## config.mk

```make
export PLATFORM = sky130hd
export DESIGN_NAME = modular_exponentiation
export DESIGN_NICKNAME = d
export VERILOG_FILES = /design/src/hdl/mexp_pkg.sv /design/src/hdl/mexp_datapath.sv /design/src/hdl/mexp_ctrl.sv /design/src/hdl/modular_exponentiation.sv
export SDC_FILE = /design/constraint.sdc
export NUM_CORES = 1
export LEC_CHECK = 0
export BUFFER_PORTS_ARGS = -buffer_cell sky130_fd_sc_hd__buf_2
export CORE_MARGIN = 1.5
export CORE_UTILIZATION = 62
export DETAILED_ROUTE_END_ITERATION = 16
export HOLD_SLACK_MARGIN = 0.05
export PLACE_DENSITY = 0.84
export SYNTH_ARGS = -nofsm -noshare
export SYNTH_HDL_FRONTEND = slang
export SYNTH_SLANG_ARGS = --single-unit
```

## constraint.sdc

```tcl
create_clock -name clk -period 7.8 [get_ports clk]
set_input_delay 2.34 -clock clk [delete_from_list [all_inputs] [get_ports clk]]
set_output_delay 2.34 -clock clk [all_outputs]
set_load 0.01 [all_outputs]
```

## src/hdl/mexp_pkg.sv

```systemverilog
// ----------------------------------------------------------------------------
// mexp_pkg
// Shared constants and command/status types for the modular exponentiation block.
// ----------------------------------------------------------------------------
package mexp_pkg;

    localparam int MOD_BITS_DEF = 32;
    localparam int EXP_BITS_DEF = 32;
    localparam int DATA_W       = 32;
    localparam int CFG_IDX_W    = 1;

    localparam logic [CFG_IDX_W-1:0] REG_EXPONENT = 1'b0;
    localparam logic [CFG_IDX_W-1:0] REG_MODULUS  = 1'b1;

    localparam logic [DATA_W-1:0] EXPONENT_RST = 32'd17;
    localparam logic [DATA_W-1:0] MODULUS_RST  = 32'd3233;

    typedef struct packed {
        logic load;        // capture base and modulus, start reduction
        logic red_step;    // one restoring-division step of base mod m
        logic mul_start;   // clear accumulator, load multiplier operand
        logic mul_step;    // one shift-and-add step
        logic mul_sel_sq;  // 1: square base, 0: result times base
        logic mul_done;    // write product back
        logic zero_out;    // force result to zero
    } mexp_cmd_t;

    typedef struct packed {
        logic small_mod;   // modulus is 0 or 1
        logic exp_bit;     // current exponent bit
    } mexp_sts_t;

endpackage

```

## src/hdl/mexp_datapath.sv

```systemverilog
// ----------------------------------------------------------------------------
// mexp_datapath
// Operand registers, restoring reduction and a bit-serial modular multiplier.
// ----------------------------------------------------------------------------
module mexp_datapath
    import mexp_pkg::*;
#(
    parameter int MOD_BITS = MOD_BITS_DEF,
    parameter int EXP_BITS = EXP_BITS_DEF
)
(
    input  logic                clk,
    input  logic [DATA_W-1:0]   base_in,
    input  logic [DATA_W-1:0]   modulus_in,
    input  logic [DATA_W-1:0]   exponent_in,
    input  logic [$clog2(DATA_W)-1:0]   red_idx,
    input  logic [$clog2(MOD_BITS)-1:0] mul_idx,
    input  logic [$clog2(EXP_BITS+1)-1:0] exp_idx,
    input  mexp_cmd_t           cmd,
    output mexp_sts_t           sts,
    output logic [DATA_W-1:0]   result
);

    localparam int W = MOD_BITS + 1;

    logic [MOD_BITS-1:0] m_reg, b_reg, r_reg, acc_reg, opb_reg, opa_reg;
    logic [EXP_BITS-1:0] e_reg;
    logic [EXP_BITS-1:0] e_shift;
    logic [DATA_W-1:0]   base_reg;
    logic [W-1:0]        rem_shift, rem_sub;
    logic [W-1:0]        dbl, dbl_red, add_s, add_red;
    logic [MOD_BITS-1:0] din_m;

    assign din_m = MOD_BITS'(modulus_in);

    // Restoring division step: shift in one base bit, subtract m if possible.
    assign rem_shift = {b_reg, base_reg[red_idx]};
    assign rem_sub   = rem_shift - {1'b0, m_reg};

    // Shift-and-add: acc = 2*acc mod m, then + a if bit set.
    assign dbl     = {acc_reg, 1'b0};
    assign dbl_red = (dbl >= {1'b0, m_reg}) ? dbl - {1'b0, m_reg} : dbl;
    assign add_s   = dbl_red + {1'b0, opa_reg};
    assign add_red = (add_s >= {1'b0, m_reg}) ? add_s - {1'b0, m_reg} : add_s;

    always_ff @(posedge clk)
    begin
        if (cmd.load)
        begin
            base_reg <= base_in;
            m_reg <= din_m;
            e_reg <= EXP_BITS'(exponent_in);
            b_reg <= '0;
            r_reg <= MOD_BITS'(1);
        end
        else if (cmd.red_step)
        begin
            if (!rem_sub[W-1])
                b_reg <= rem_sub[MOD_BITS-1:0];
            else
                b_reg <= rem_shift[MOD_BITS-1:0];
        end
        else if (cmd.mul_done)
        begin
            if (cmd.mul_sel_sq)
                b_reg <= acc_reg;
            else
                r_reg <= acc_reg;
        end
        else if (cmd.zero_out)
        begin
            r_reg <= '0;
        end

        if (cmd.mul_start)
        begin
            acc_reg <= '0;
            opa_reg <= cmd.mul_sel_sq ? b_reg : r_reg;
            opb_reg <= b_reg;
        end
        else if (cmd.mul_step)
        begin
            acc_reg <= opb_reg[mul_idx] ? add_red[MOD_BITS-1:0] : dbl_red[MOD_BITS-1:0];
        end
    end

    assign e_shift       = e_reg >> exp_idx;
    assign sts.small_mod = (din_m <= MOD_BITS'(1));
    assign sts.exp_bit   = e_shift[0];
    assign result        = DATA_W'(r_reg);

endmodule

```

## src/hdl/mexp_ctrl.sv

```systemverilog
// ----------------------------------------------------------------------------
// mexp_ctrl
// Sequencer for reduction, per-bit multiply and square, and output handshake.
// ----------------------------------------------------------------------------
module mexp_ctrl
    import mexp_pkg::*;
#(
    parameter int MOD_BITS = MOD_BITS_DEF,
    parameter int EXP_BITS = EXP_BITS_DEF
)
(
    input  logic                clk,
    input  logic                rst_n,
    input  logic                in_valid,
    output logic                in_stall,
    output logic                out_valid,
    input  logic                out_stall,
    input  mexp_sts_t           sts,
    output mexp_cmd_t           cmd,
    output logic [$clog2(DATA_W)-1:0]   red_idx,
    output logic [$clog2(MOD_BITS)-1:0] mul_idx,
    output logic [$clog2(EXP_BITS+1)-1:0] exp_idx
);

    localparam logic [2:0] ST_IDLE  = 3'd0;
    localparam logic [2:0] ST_RED   = 3'd1;
    localparam logic [2:0] ST_MSTRT = 3'd2;
    localparam logic [2:0] ST_MUL   = 3'd3;
    localparam logic [2:0] ST_MDONE = 3'd4;
    localparam logic [2:0] ST_OUT   = 3'd5;

    localparam int RW = $clog2(DATA_W);
    localparam int MW = $clog2(MOD_BITS);
    localparam int XW = $clog2(EXP_BITS+1);

    logic [2:0]    state_reg, state_next;
    logic [RW-1:0] red_reg, red_next;
    logic [MW-1:0] mul_reg, mul_next;
    logic [XW-1:0] exp_reg, exp_next;
    logic          sq_reg, sq_next;
    logic          accept;

    assign in_stall  = (state_reg != ST_IDLE);
    assign out_valid = (state_reg == ST_OUT);
    assign accept    = in_valid && !in_stall;
    assign red_idx   = red_reg;
    assign mul_idx   = mul_reg;
    assign exp_idx   = exp_reg;

    always_comb
    begin
        state_next = state_reg;
        red_next   = red_reg;
        mul_next   = mul_reg;
        exp_next   = exp_reg;
        sq_next    = sq_reg;
        cmd        = '0;
        cmd.mul_sel_sq = sq_reg;
        case (state_reg)
            ST_IDLE:
            begin
                if (accept)
                begin
                    cmd.load = 1'b1;
                    red_next = RW'(DATA_W - 1);
                    exp_next = '0;
                    state_next = ST_RED;
                end
            end
            ST_RED:
            begin
                if (sts.small_mod)
                begin
                    cmd.zero_out = 1'b1;
                    state_next = ST_OUT;
                end
                else
                begin
                    cmd.red_step = 1'b1;
                    red_next = red_reg - 1'b1;
                    if (red_reg == '0)
                    begin
                        sq_next = 1'b0;
                        state_next = ST_MSTRT;
                    end
                end
            end
            ST_MSTRT:
            begin
                if (exp_reg == XW'(EXP_BITS))
                    state_next = ST_OUT;
                else if (!sq_reg && !sts.exp_bit)
                    sq_next = 1'b1;
                else
                begin
                    cmd.mul_start = 1'b1;
                    mul_next = MW'(MOD_BITS - 1);
                    state_next = ST_MUL;
                end
            end
            ST_MUL:
            begin
                cmd.mul_step = 1'b1;
                mul_next = mul_reg - 1'b1;
                if (mul_reg == '0)
                    state_next = ST_MDONE;
            end
            ST_MDONE:
            begin
                cmd.mul_done = 1'b1;
                if (sq_reg)
                begin
                    exp_next = exp_reg + 1'b1;
                    sq_next = 1'b0;
                end
                else
                    sq_next = 1'b1;
                state_next = ST_MSTRT;
            end
            ST_OUT:
            begin
                if (!out_stall)
                    state_next = ST_IDLE;
            end
            default:
            begin
                state_next = ST_IDLE;
            end
        endcase
    end

    always_ff @(posedge clk or negedge rst_n)
    begin
        if (!rst_n)
        begin
            state_reg <= ST_IDLE;
            red_reg   <= '0;
            mul_reg   <= '0;
            exp_reg   <= '0;
            sq_reg    <= 1'b0;
        end
        else
        begin
            state_reg <= state_next;
            red_reg   <= red_next;
            mul_reg   <= mul_next;
            exp_reg   <= exp_next;
            sq_reg    <= sq_next;
        end
    end

    a_one_hot_cmd: assert property (@(posedge clk) disable iff (!rst_n)
        $onehot0({cmd.load, cmd.red_step, cmd.mul_step, cmd.mul_done, cmd.zero_out}))
        else $error("conflicting datapath commands");
    a_out_holds: assert property (@(posedge clk) disable iff (!rst_n)
        out_valid && out_stall |=> out_valid)
        else $error("result dropped while stalled");
    a_accept_leaves_idle: assert property (@(posedge clk) disable iff (!rst_n)
        accept |=> state_reg == ST_RED)
        else $error("accepted request not started");
    a_mul_runs: assert property (@(posedge clk) disable iff (!rst_n)
        cmd.mul_start |=> state_reg == ST_MUL)
        else $error("multiply did not start");

endmodule

```

## src/hdl/modular_exponentiation.sv

```systemverilog
// ----------------------------------------------------------------------------
// modular_exponentiation
// Right-to-left square-and-multiply modular exponentiation of one base per request.
// ----------------------------------------------------------------------------
// Channel   Direction  Handshake          Payload
// input     in         in_valid/in_stall   base_value
// output    out        out_valid/out_stall power_result
// config    in         cfg_valid/cfg_ready cfg_index, cfg_data
//
// A request reduces the base mod the modulus, then for each exponent bit multiplies the
// result by the base when the bit is set and squares the base, each on the bit-serial
// multiplier; the controller returns to idle once the result is taken.
// A modulus of 0 or 1 skips the reduction and the multiplies and gives a zero result.
// Reset clears the controller and loads exponent 17 and modulus 3233.
// A waiting result holds under out_stall; no new request is taken until it leaves.
// ----------------------------------------------------------------------------
module modular_exponentiation
    import mexp_pkg::*;
#(
    parameter int MOD_BITS = MOD_BITS_DEF,
    parameter int EXP_BITS = EXP_BITS_DEF
)
(
    input  logic                 clk,
    input  logic                 rst_n,
    input  logic                 in_valid,
    output logic                 in_stall,
    input  logic [DATA_W-1:0]    base_value,
    output logic                 out_valid,
    input  logic                 out_stall,
    output logic [DATA_W-1:0]    power_result,
    input  logic                 cfg_valid,
    output logic                 cfg_ready,
    input  logic [CFG_IDX_W-1:0] cfg_index,
    input  logic [DATA_W-1:0]    cfg_data
);

    logic [DATA_W-1:0] exponent_reg, modulus_reg;
    mexp_cmd_t cmd;
    mexp_sts_t sts;
    logic [$clog2(DATA_W)-1:0]     red_idx;
    logic [$clog2(MOD_BITS)-1:0]   mul_idx;
    logic [$clog2(EXP_BITS+1)-1:0] exp_idx;

    assign cfg_ready = 1'b1;

    always_ff @(posedge clk or negedge rst_n)
    begin
        if (!rst_n)
        begin
            exponent_reg <= EXPONENT_RST;
            modulus_reg  <= MODULUS_RST;
        end
        else if (cfg_valid && cfg_ready)
        begin
            case (cfg_index)
                REG_EXPONENT: exponent_reg <= cfg_data;
                REG_MODULUS:  modulus_reg  <= cfg_data;
                default:      exponent_reg <= exponent_reg;
            endcase
        end
    end

    mexp_ctrl #(.MOD_BITS(MOD_BITS), .EXP_BITS(EXP_BITS)) u_ctrl (
        .clk(clk), .rst_n(rst_n),
        .in_valid(in_valid), .in_stall(in_stall),
        .out_valid(out_valid), .out_stall(out_stall),
        .sts(sts), .cmd(cmd),
        .red_idx(red_idx), .mul_idx(mul_idx), .exp_idx(exp_idx)
    );

    mexp_datapath #(.MOD_BITS(MOD_BITS), .EXP_BITS(EXP_BITS)) u_dp (
        .clk(clk),
        .base_in(base_value), .modulus_in(modulus_reg), .exponent_in(exponent_reg),
        .red_idx(red_idx), .mul_idx(mul_idx), .exp_idx(exp_idx),
        .cmd(cmd), .sts(sts), .result(power_result)
    );

endmodule
```

# [Word level (Yosys, flattened, before mapping)]
# Index checks and enable logic that the tools add are counted.
# W data, S select, Z words.
[classes] n_addsub=7 order_cmp=5 eq_ne=18 n_shift=1 mux=49 bitwise_logic=2 reduce_logical=25
[ops] cell="$mux W32" n=10
[ops] cell="$ge A33 B32 Y1" n=2
[ops] cell="$sub A33 B32 Y33" n=2
[ops] cell="$add A33 B32 Y33" n=1
[ops] cell="$mux W33" n=1
[ops] cell="$le A32 B1 Y1 const B" n=1
[ops] cell="$shr A32 B6 Y1" n=1
[ops] cell="$sub A32 B32 Y32" n=1
[ops] cell="$mux W3" n=7
[ops] cell="$mux W5" n=4
[ops] cell="$pmux W5 S2" n=2
[ops] cell="$mux W1" n=18
[ops] cell="$pmux W3 S6" n=1
[ops] cell="$lt A5 B6 Y1 const B" n=2
[ops] cell="$mux W6" n=2
[ops] cell="$pmux W6 S2" n=1
[ops] cell="$reduce_and A3 Y1" n=4
[ops] cell="$reduce_bool A2 Y1" n=6
[ops] cell="$bmux W1 S5" n=2
[ops] cell="$logic_not A5 Y1" n=2
[ops] cell="$ne A2 B1 Y1 const B" n=5
[ops] cell="$ne A2 B2 Y1 const B" n=5
[ops] cell="$reduce_and A5 Y1" n=2
[ops] cell="$sub A5 B1 Y5 const B" n=2
[ops] cell="other kinds (13)" n=23
[word_totals] reg_bits=340 out_inout_bits=35 word_cells=122

# [Longest topological paths before layout]
[depth] depth_word=6 mapped_depth=35 depth_no_buf=31

# [Modules after synthesis]
# From an unflattened synthesis, not the netlist that was laid out.
[hier_totals] hier_cells=2055 hier_area_um2=21161.5
[by_module_without_submodules] module="mexp_datapath" n_inst=1 cells_per_inst=1776 area_each_um2=17455.5 seq_area_each_um2=6726.5
[by_module_without_submodules] module="modular_exponentiation" n_inst=1 cells_per_inst=139 area_each_um2=2446.1 seq_area_each_um2=1610.3
[by_module_without_submodules] module="mexp_ctrl" n_inst=1 cells_per_inst=140 area_each_um2=1260.0 seq_area_each_um2=500.5

# [Worst setup path after synthesis]
# Ideal clock, no wire load.
[synth_path] kind="register to register" from="register u_dp.m_reg[1]" to="register u_dp.acc_reg[30]" arrival_ns=6.924 required_ns=7.678 setup_slack_ns=0.754 stages_incl_launch_ff=34 path_buffers=3 synth_period_minus_slack_ns=7.046 path_cell_list="edfxtp_1 inv_1 ha_1 nor2b_1 o31a_1 o31a_1 o211ai_1 and3_1 o21a_1 clkbuf_1 clkbuf_1 nor2_1 a21oi_1 inv_1 ha_1 a21oi_2 nand2_1 a2111oi_0 o31ai_1 a21oi_1 o21ai_0 xnor2_1 inv_1 ha_1 a21o_1 a21o_1 a221oi_1 o21ai_0 o21bai_1 a41oi_1 nand3_4 buf_12 o311a_1 o32a_1"
[synth_between] elab_chain_len=6 word_cells_on_any_way=8 classes_between="add/sub (3); order compare (2); mux (3)"
[synth_lines] item="from (decl)" line="mexp_datapath.sv:26" text="logic [MOD_BITS-1:0] m_reg, b_reg, r_reg, acc_reg, opb_reg, opa_reg;"
[synth_lines] item="from (signal assigned)" line="mexp_datapath.sv:51" text="m_reg <= din_m;"
[synth_lines] item="$sub A33 B32 Y33 or $ge A33 B32 Y1 (tied branches)" line="mexp_datapath.sv:42" text="assign dbl_red = (dbl >= {1'b0, m_reg}) ? dbl - {1'b0, m_reg} : dbl;"
[synth_lines] item="$mux W33" line="mexp_datapath.sv:42"
[synth_lines] item="$add A33 B32 Y33" line="mexp_datapath.sv:43" text="assign add_s = dbl_red + {1'b0, opa_reg};"
[synth_lines] item="$sub A32 B32 Y32 or $ge A33 B32 Y1 (tied branches)" line="mexp_datapath.sv:44" text="assign add_red = (add_s >= {1'b0, m_reg}) ? add_s - {1'b0, m_reg} : add_s;"
[synth_lines] item="$mux W32" line="mexp_datapath.sv:44"
[synth_lines] item="$mux W32 (*)" line="mexp_datapath.sv:83" text="acc_reg <= opb_reg[mul_idx] ? add_red[MOD_BITS-1:0] : dbl_red[MOD_BITS-1:0];"
[synth_lines] item="to (signal assigned)" line="mexp_datapath.sv:83"
[synth_lines] item="to (decl)" line="mexp_datapath.sv:26"
# Every way passes the cells marked *; elsewhere a longest branch is shown, timed or not.
# A chain may end at the register's enable or synchronous reset.

# [Worst setup path in the final report]
[layout_path] from="register u_dp.m_reg[0]" to="register u_dp.acc_reg[0]"
# The elaborated chain is that of the path after synthesis.

==> results by group <==
Synthesis
  • Yosys cell types: 91
  • Number of flops mapped to enable cells by yosys: 160
  • Synthesized instance count: 2,026
  • Cell area after synthesis: between 0.02 and 0.025 sq mm
  • Synth cell count leaders: 179 x sky130_fd_sc_hd__nand2_1, 160 x sky130_fd_sc_hd__edfxtp_1, 135 x sky130_fd_sc_hd__a21oi_1
  • Count of yosys warnings during synthesis: 0
  • Main synth FF type: sky130_fd_sc_hd__edfxtp_1
  • Synthesized area per cell: a little over 10 sq um
  • Number of storage elements in the synthesis netlist: 340
  • Synth top area share: 22.9%
  • Net count of the mapped netlist: 2,234
  • Yosys top cell by area: sky130_fd_sc_hd__edfxtp_1
  • Post-synthesis sequential area ratio: between 40% and 50%
  • Leading cell types by total area after synthesis: sky130_fd_sc_hd__edfxtp_1 23%, sky130_fd_sc_hd__dfrtp_1 9.2%, sky130_fd_sc_hd__dfxtp_1 9.2%
  • Async set-reset flop share out of synthesis: roughly a quarter
  • Most common cell in the netlist: sky130_fd_sc_hd__nand2_1

Route
  • DR DRC count: 0
  • Initial DRC count: 1,982
  • Number of nets still failing antenna checks after routing: 0
  • Routed length per instance: roughly 23 microns
  • Total via count after detailed routing: around 17,000
  • Vias per inst: 6.62
  • Number of optimization iterations in the first detailed-route pass: 6
  • Routed WL: approximately 61,000 microns

Timing
  • Min Clock Period, post-route: 7470 ps
  • Worst slew margin relative to its limit: 18.6%
  • Transition time at the pin with the least slew margin: about 1200 ps
  • Final critical-path share of the clock period: 95.8%
  • Min setup slack post-route: 331 ps
  • Final hold viol count: 0
  • Final Max Slew Viols: 0
  • Worst Clk Skew: ~44 ps
  • F_max: 134 MHz
  • Final setup violation count: 0

CTS
  • Number of buffers inserted during clock tree synthesis: 36
  • CTS Root Cell: sky130_fd_sc_hd__clkbuf_16
  • Clock transition at path regs: around 60 ps
  • Number of sinks driven by the clock tree: 340
  • Latest clock arrival within the worst-skew pair: 540 ps
  • Buffer depth of the longest clock path: 3
  • CTS tree: built
  • H-tree levels: 2
  • Post-CTS Hold Buffers: 0

Layout
  • Layout cells sized above 1: 19.4%
  • Nets@finish: 2,347
  • Diodes inserted: 0
  • Syn-to-layout area delta: 11.7%
  • Utilization after layout: 70.1%

Floorplanning
  • IO Count: about 110
  • DIE HEIGHT: 187 microns
  • Die area: 0.0350 sq mm
  • Row count: 67
  • Initial core utilization: between 60% and 70%
  • Core ar.: 0.0334 sq mm
  • Die W: 187 microns

Setup path
  • Critical Path Sink Type: flop
  • Worst Path Arrival: 7930 ps
  • Kind of cell adding the most delay to the critical path: compound AO/OA/AOI/OAI gates
  • Critical path's slowest cell: sky130_fd_sc_hd__edfxtp_1
  • Kind of critical path: reg -> reg
  • CP Launch Type: flop
  • Cell type with the highest occurrence count on the critical path: sky130_fd_sc_hd__a21oi_1
  • Worst Path Buf+Inv: 2
  • Worst stage delay on the critical path: 470 ps
  • Worst-path fanout max: 14
  • Critical Path RT: between 8000 and 9000 ps

Status
  • Status: finished, final reports clean

Placement
  • Buffers added on ports: a little over 100
  • Half-perimeter wire length after placement: 44,900 microns
  • Routability congestion estimate: 0.958
  • Worst-case setup slack after placement: -132 ps

GRT
  • Number of global-route vias before repair: ~17,000
  • Total congestion overflow after global routing: 0
  • Initial antenna violation count: 0
  • Pin count of the biggest net entering global routing: 75
  • Wire length of the first global-routing pass: 94,100 microns
  • Total GRT Usage: 34.4%

Flow run
  • Maximum capacitance violations: 0

Min path
  • Path category of the worst min-delay check: reg -> reg
-- per-layer routing --
layer	track usage (%)	share of wire (%)
met4	11.5	3.3
met2	54.9	46
met3	5.61	9.8
met5	0	0
met1	48.0	41
-- stage by stage --
step	TNS [ps]	area [sq um]	std cells	hold slack, ps
2_1_floorplan	0	21000	2026	419
3_3_place_gp	-3.80	22100	2540	424
3_5_place_dp	-918	22100	2540	429
4_1_cts	0	23300	2604	443
5_1_grt	-57.9	23400	2613	447
6_report	0	23400	2613	441
-- cell type report --
| class | instances | area, sq um |
|---|---|---|
| Timing Repair Buffer | 170 | 1020 |
| Fill cell | 2397 | 10000 |
| Sequential cell | 340 | 8840 |
| Clock inverter | 12 | 168 |
| Clock buffer | 52 | 1030 |
| Multi-Input combinational cell | 1513 | 11500 |
| Tap cell | 448 | 561 |
| Inverter | 78 | 298 |
-- cell usage in the layout, fill, tap and decap left out, types with 36 or more instances in the layout --
cell and n:
sky130_fd_sc_hd__o21ai_0 73, sky130_fd_sc_hd__ha_1 131, sky130_fd_sc_hd__clkbuf_16 37, sky130_fd_sc_hd__and3_1 37
sky130_fd_sc_hd__xor2_1 36, sky130_fd_sc_hd__buf_4 67, sky130_fd_sc_hd__a21oi_1 133, sky130_fd_sc_hd__mux2_2 106
sky130_fd_sc_hd__dfrtp_1 77, sky130_fd_sc_hd__inv_1 76, sky130_fd_sc_hd__edfxtp_1 160, sky130_fd_sc_hd__dfxtp_1 96
sky130_fd_sc_hd__nand2_1 179, sky130_fd_sc_hd__mux2i_1 54, sky130_fd_sc_hd__buf_2 102, sky130_fd_sc_hd__a22oi_1 39
sky130_fd_sc_hd__xnor2_1 74, sky130_fd_sc_hd__a21o_1 53, sky130_fd_sc_hd__a211oi_1 36, sky130_fd_sc_hd__nor2_1 132
-- what timing repair did --
item / in CTS / in global routing
setup endpoints to repair: 19 / 32
gates resized for setup: 2 / 16
pin swaps: 0 / 3
setup buffers: 0 / 9
gates cloned: 0 / 0
-- final timing paths --
kind / startpoint / endpoint / slack [ps] / depth (start not counted)
setup reg to reg: u_dp.m_reg[0]$_DFFE_PP_ / u_dp.acc_reg[0]$_SDFFE_PP0N_ / 330 / 30
setup / recovery: u_dp.m_reg[0]$_DFFE_PP_ / u_dp.acc_reg[0]$_SDFFE_PP0N_ / 330 / 30
min in group asynchronous: rst_n / u_ctrl.mul_idx[0]$_DFFE_PN0P_ / 1640 / 1
hold reg to reg: exponent_reg[18]$_DFFE_PN0P_ / u_dp.e_reg[18]$_DFFE_PP_ / 440 / 0
max in group asynchronous: rst_n / exponent_reg[1]$_DFFE_PN0P_ / 5000 / 2
hold / removal: exponent_reg[18]$_DFFE_PN0P_ / u_dp.e_reg[18]$_DFFE_PP_ / 440 / 0
-- cells by family after synthesis --
logic type / after synthesis / synth area share (%)
other: 1 / 0.0179
and+or+nand+nor: 524 / 11.9
muxes: 193 / 11.7
AOI/OAI and AO/OA: 546 / 17.8
DFF: 340 / 42.1
adders and majority gates: 138 / 8.37
xor gates and xnor gates: 111 / 4.72
buffers and inverters: 173 / 3.40
Power is left out: the tool's default activity adds up to more than one toggle a clock period on the data nets, which glitch-free logic cannot reach.
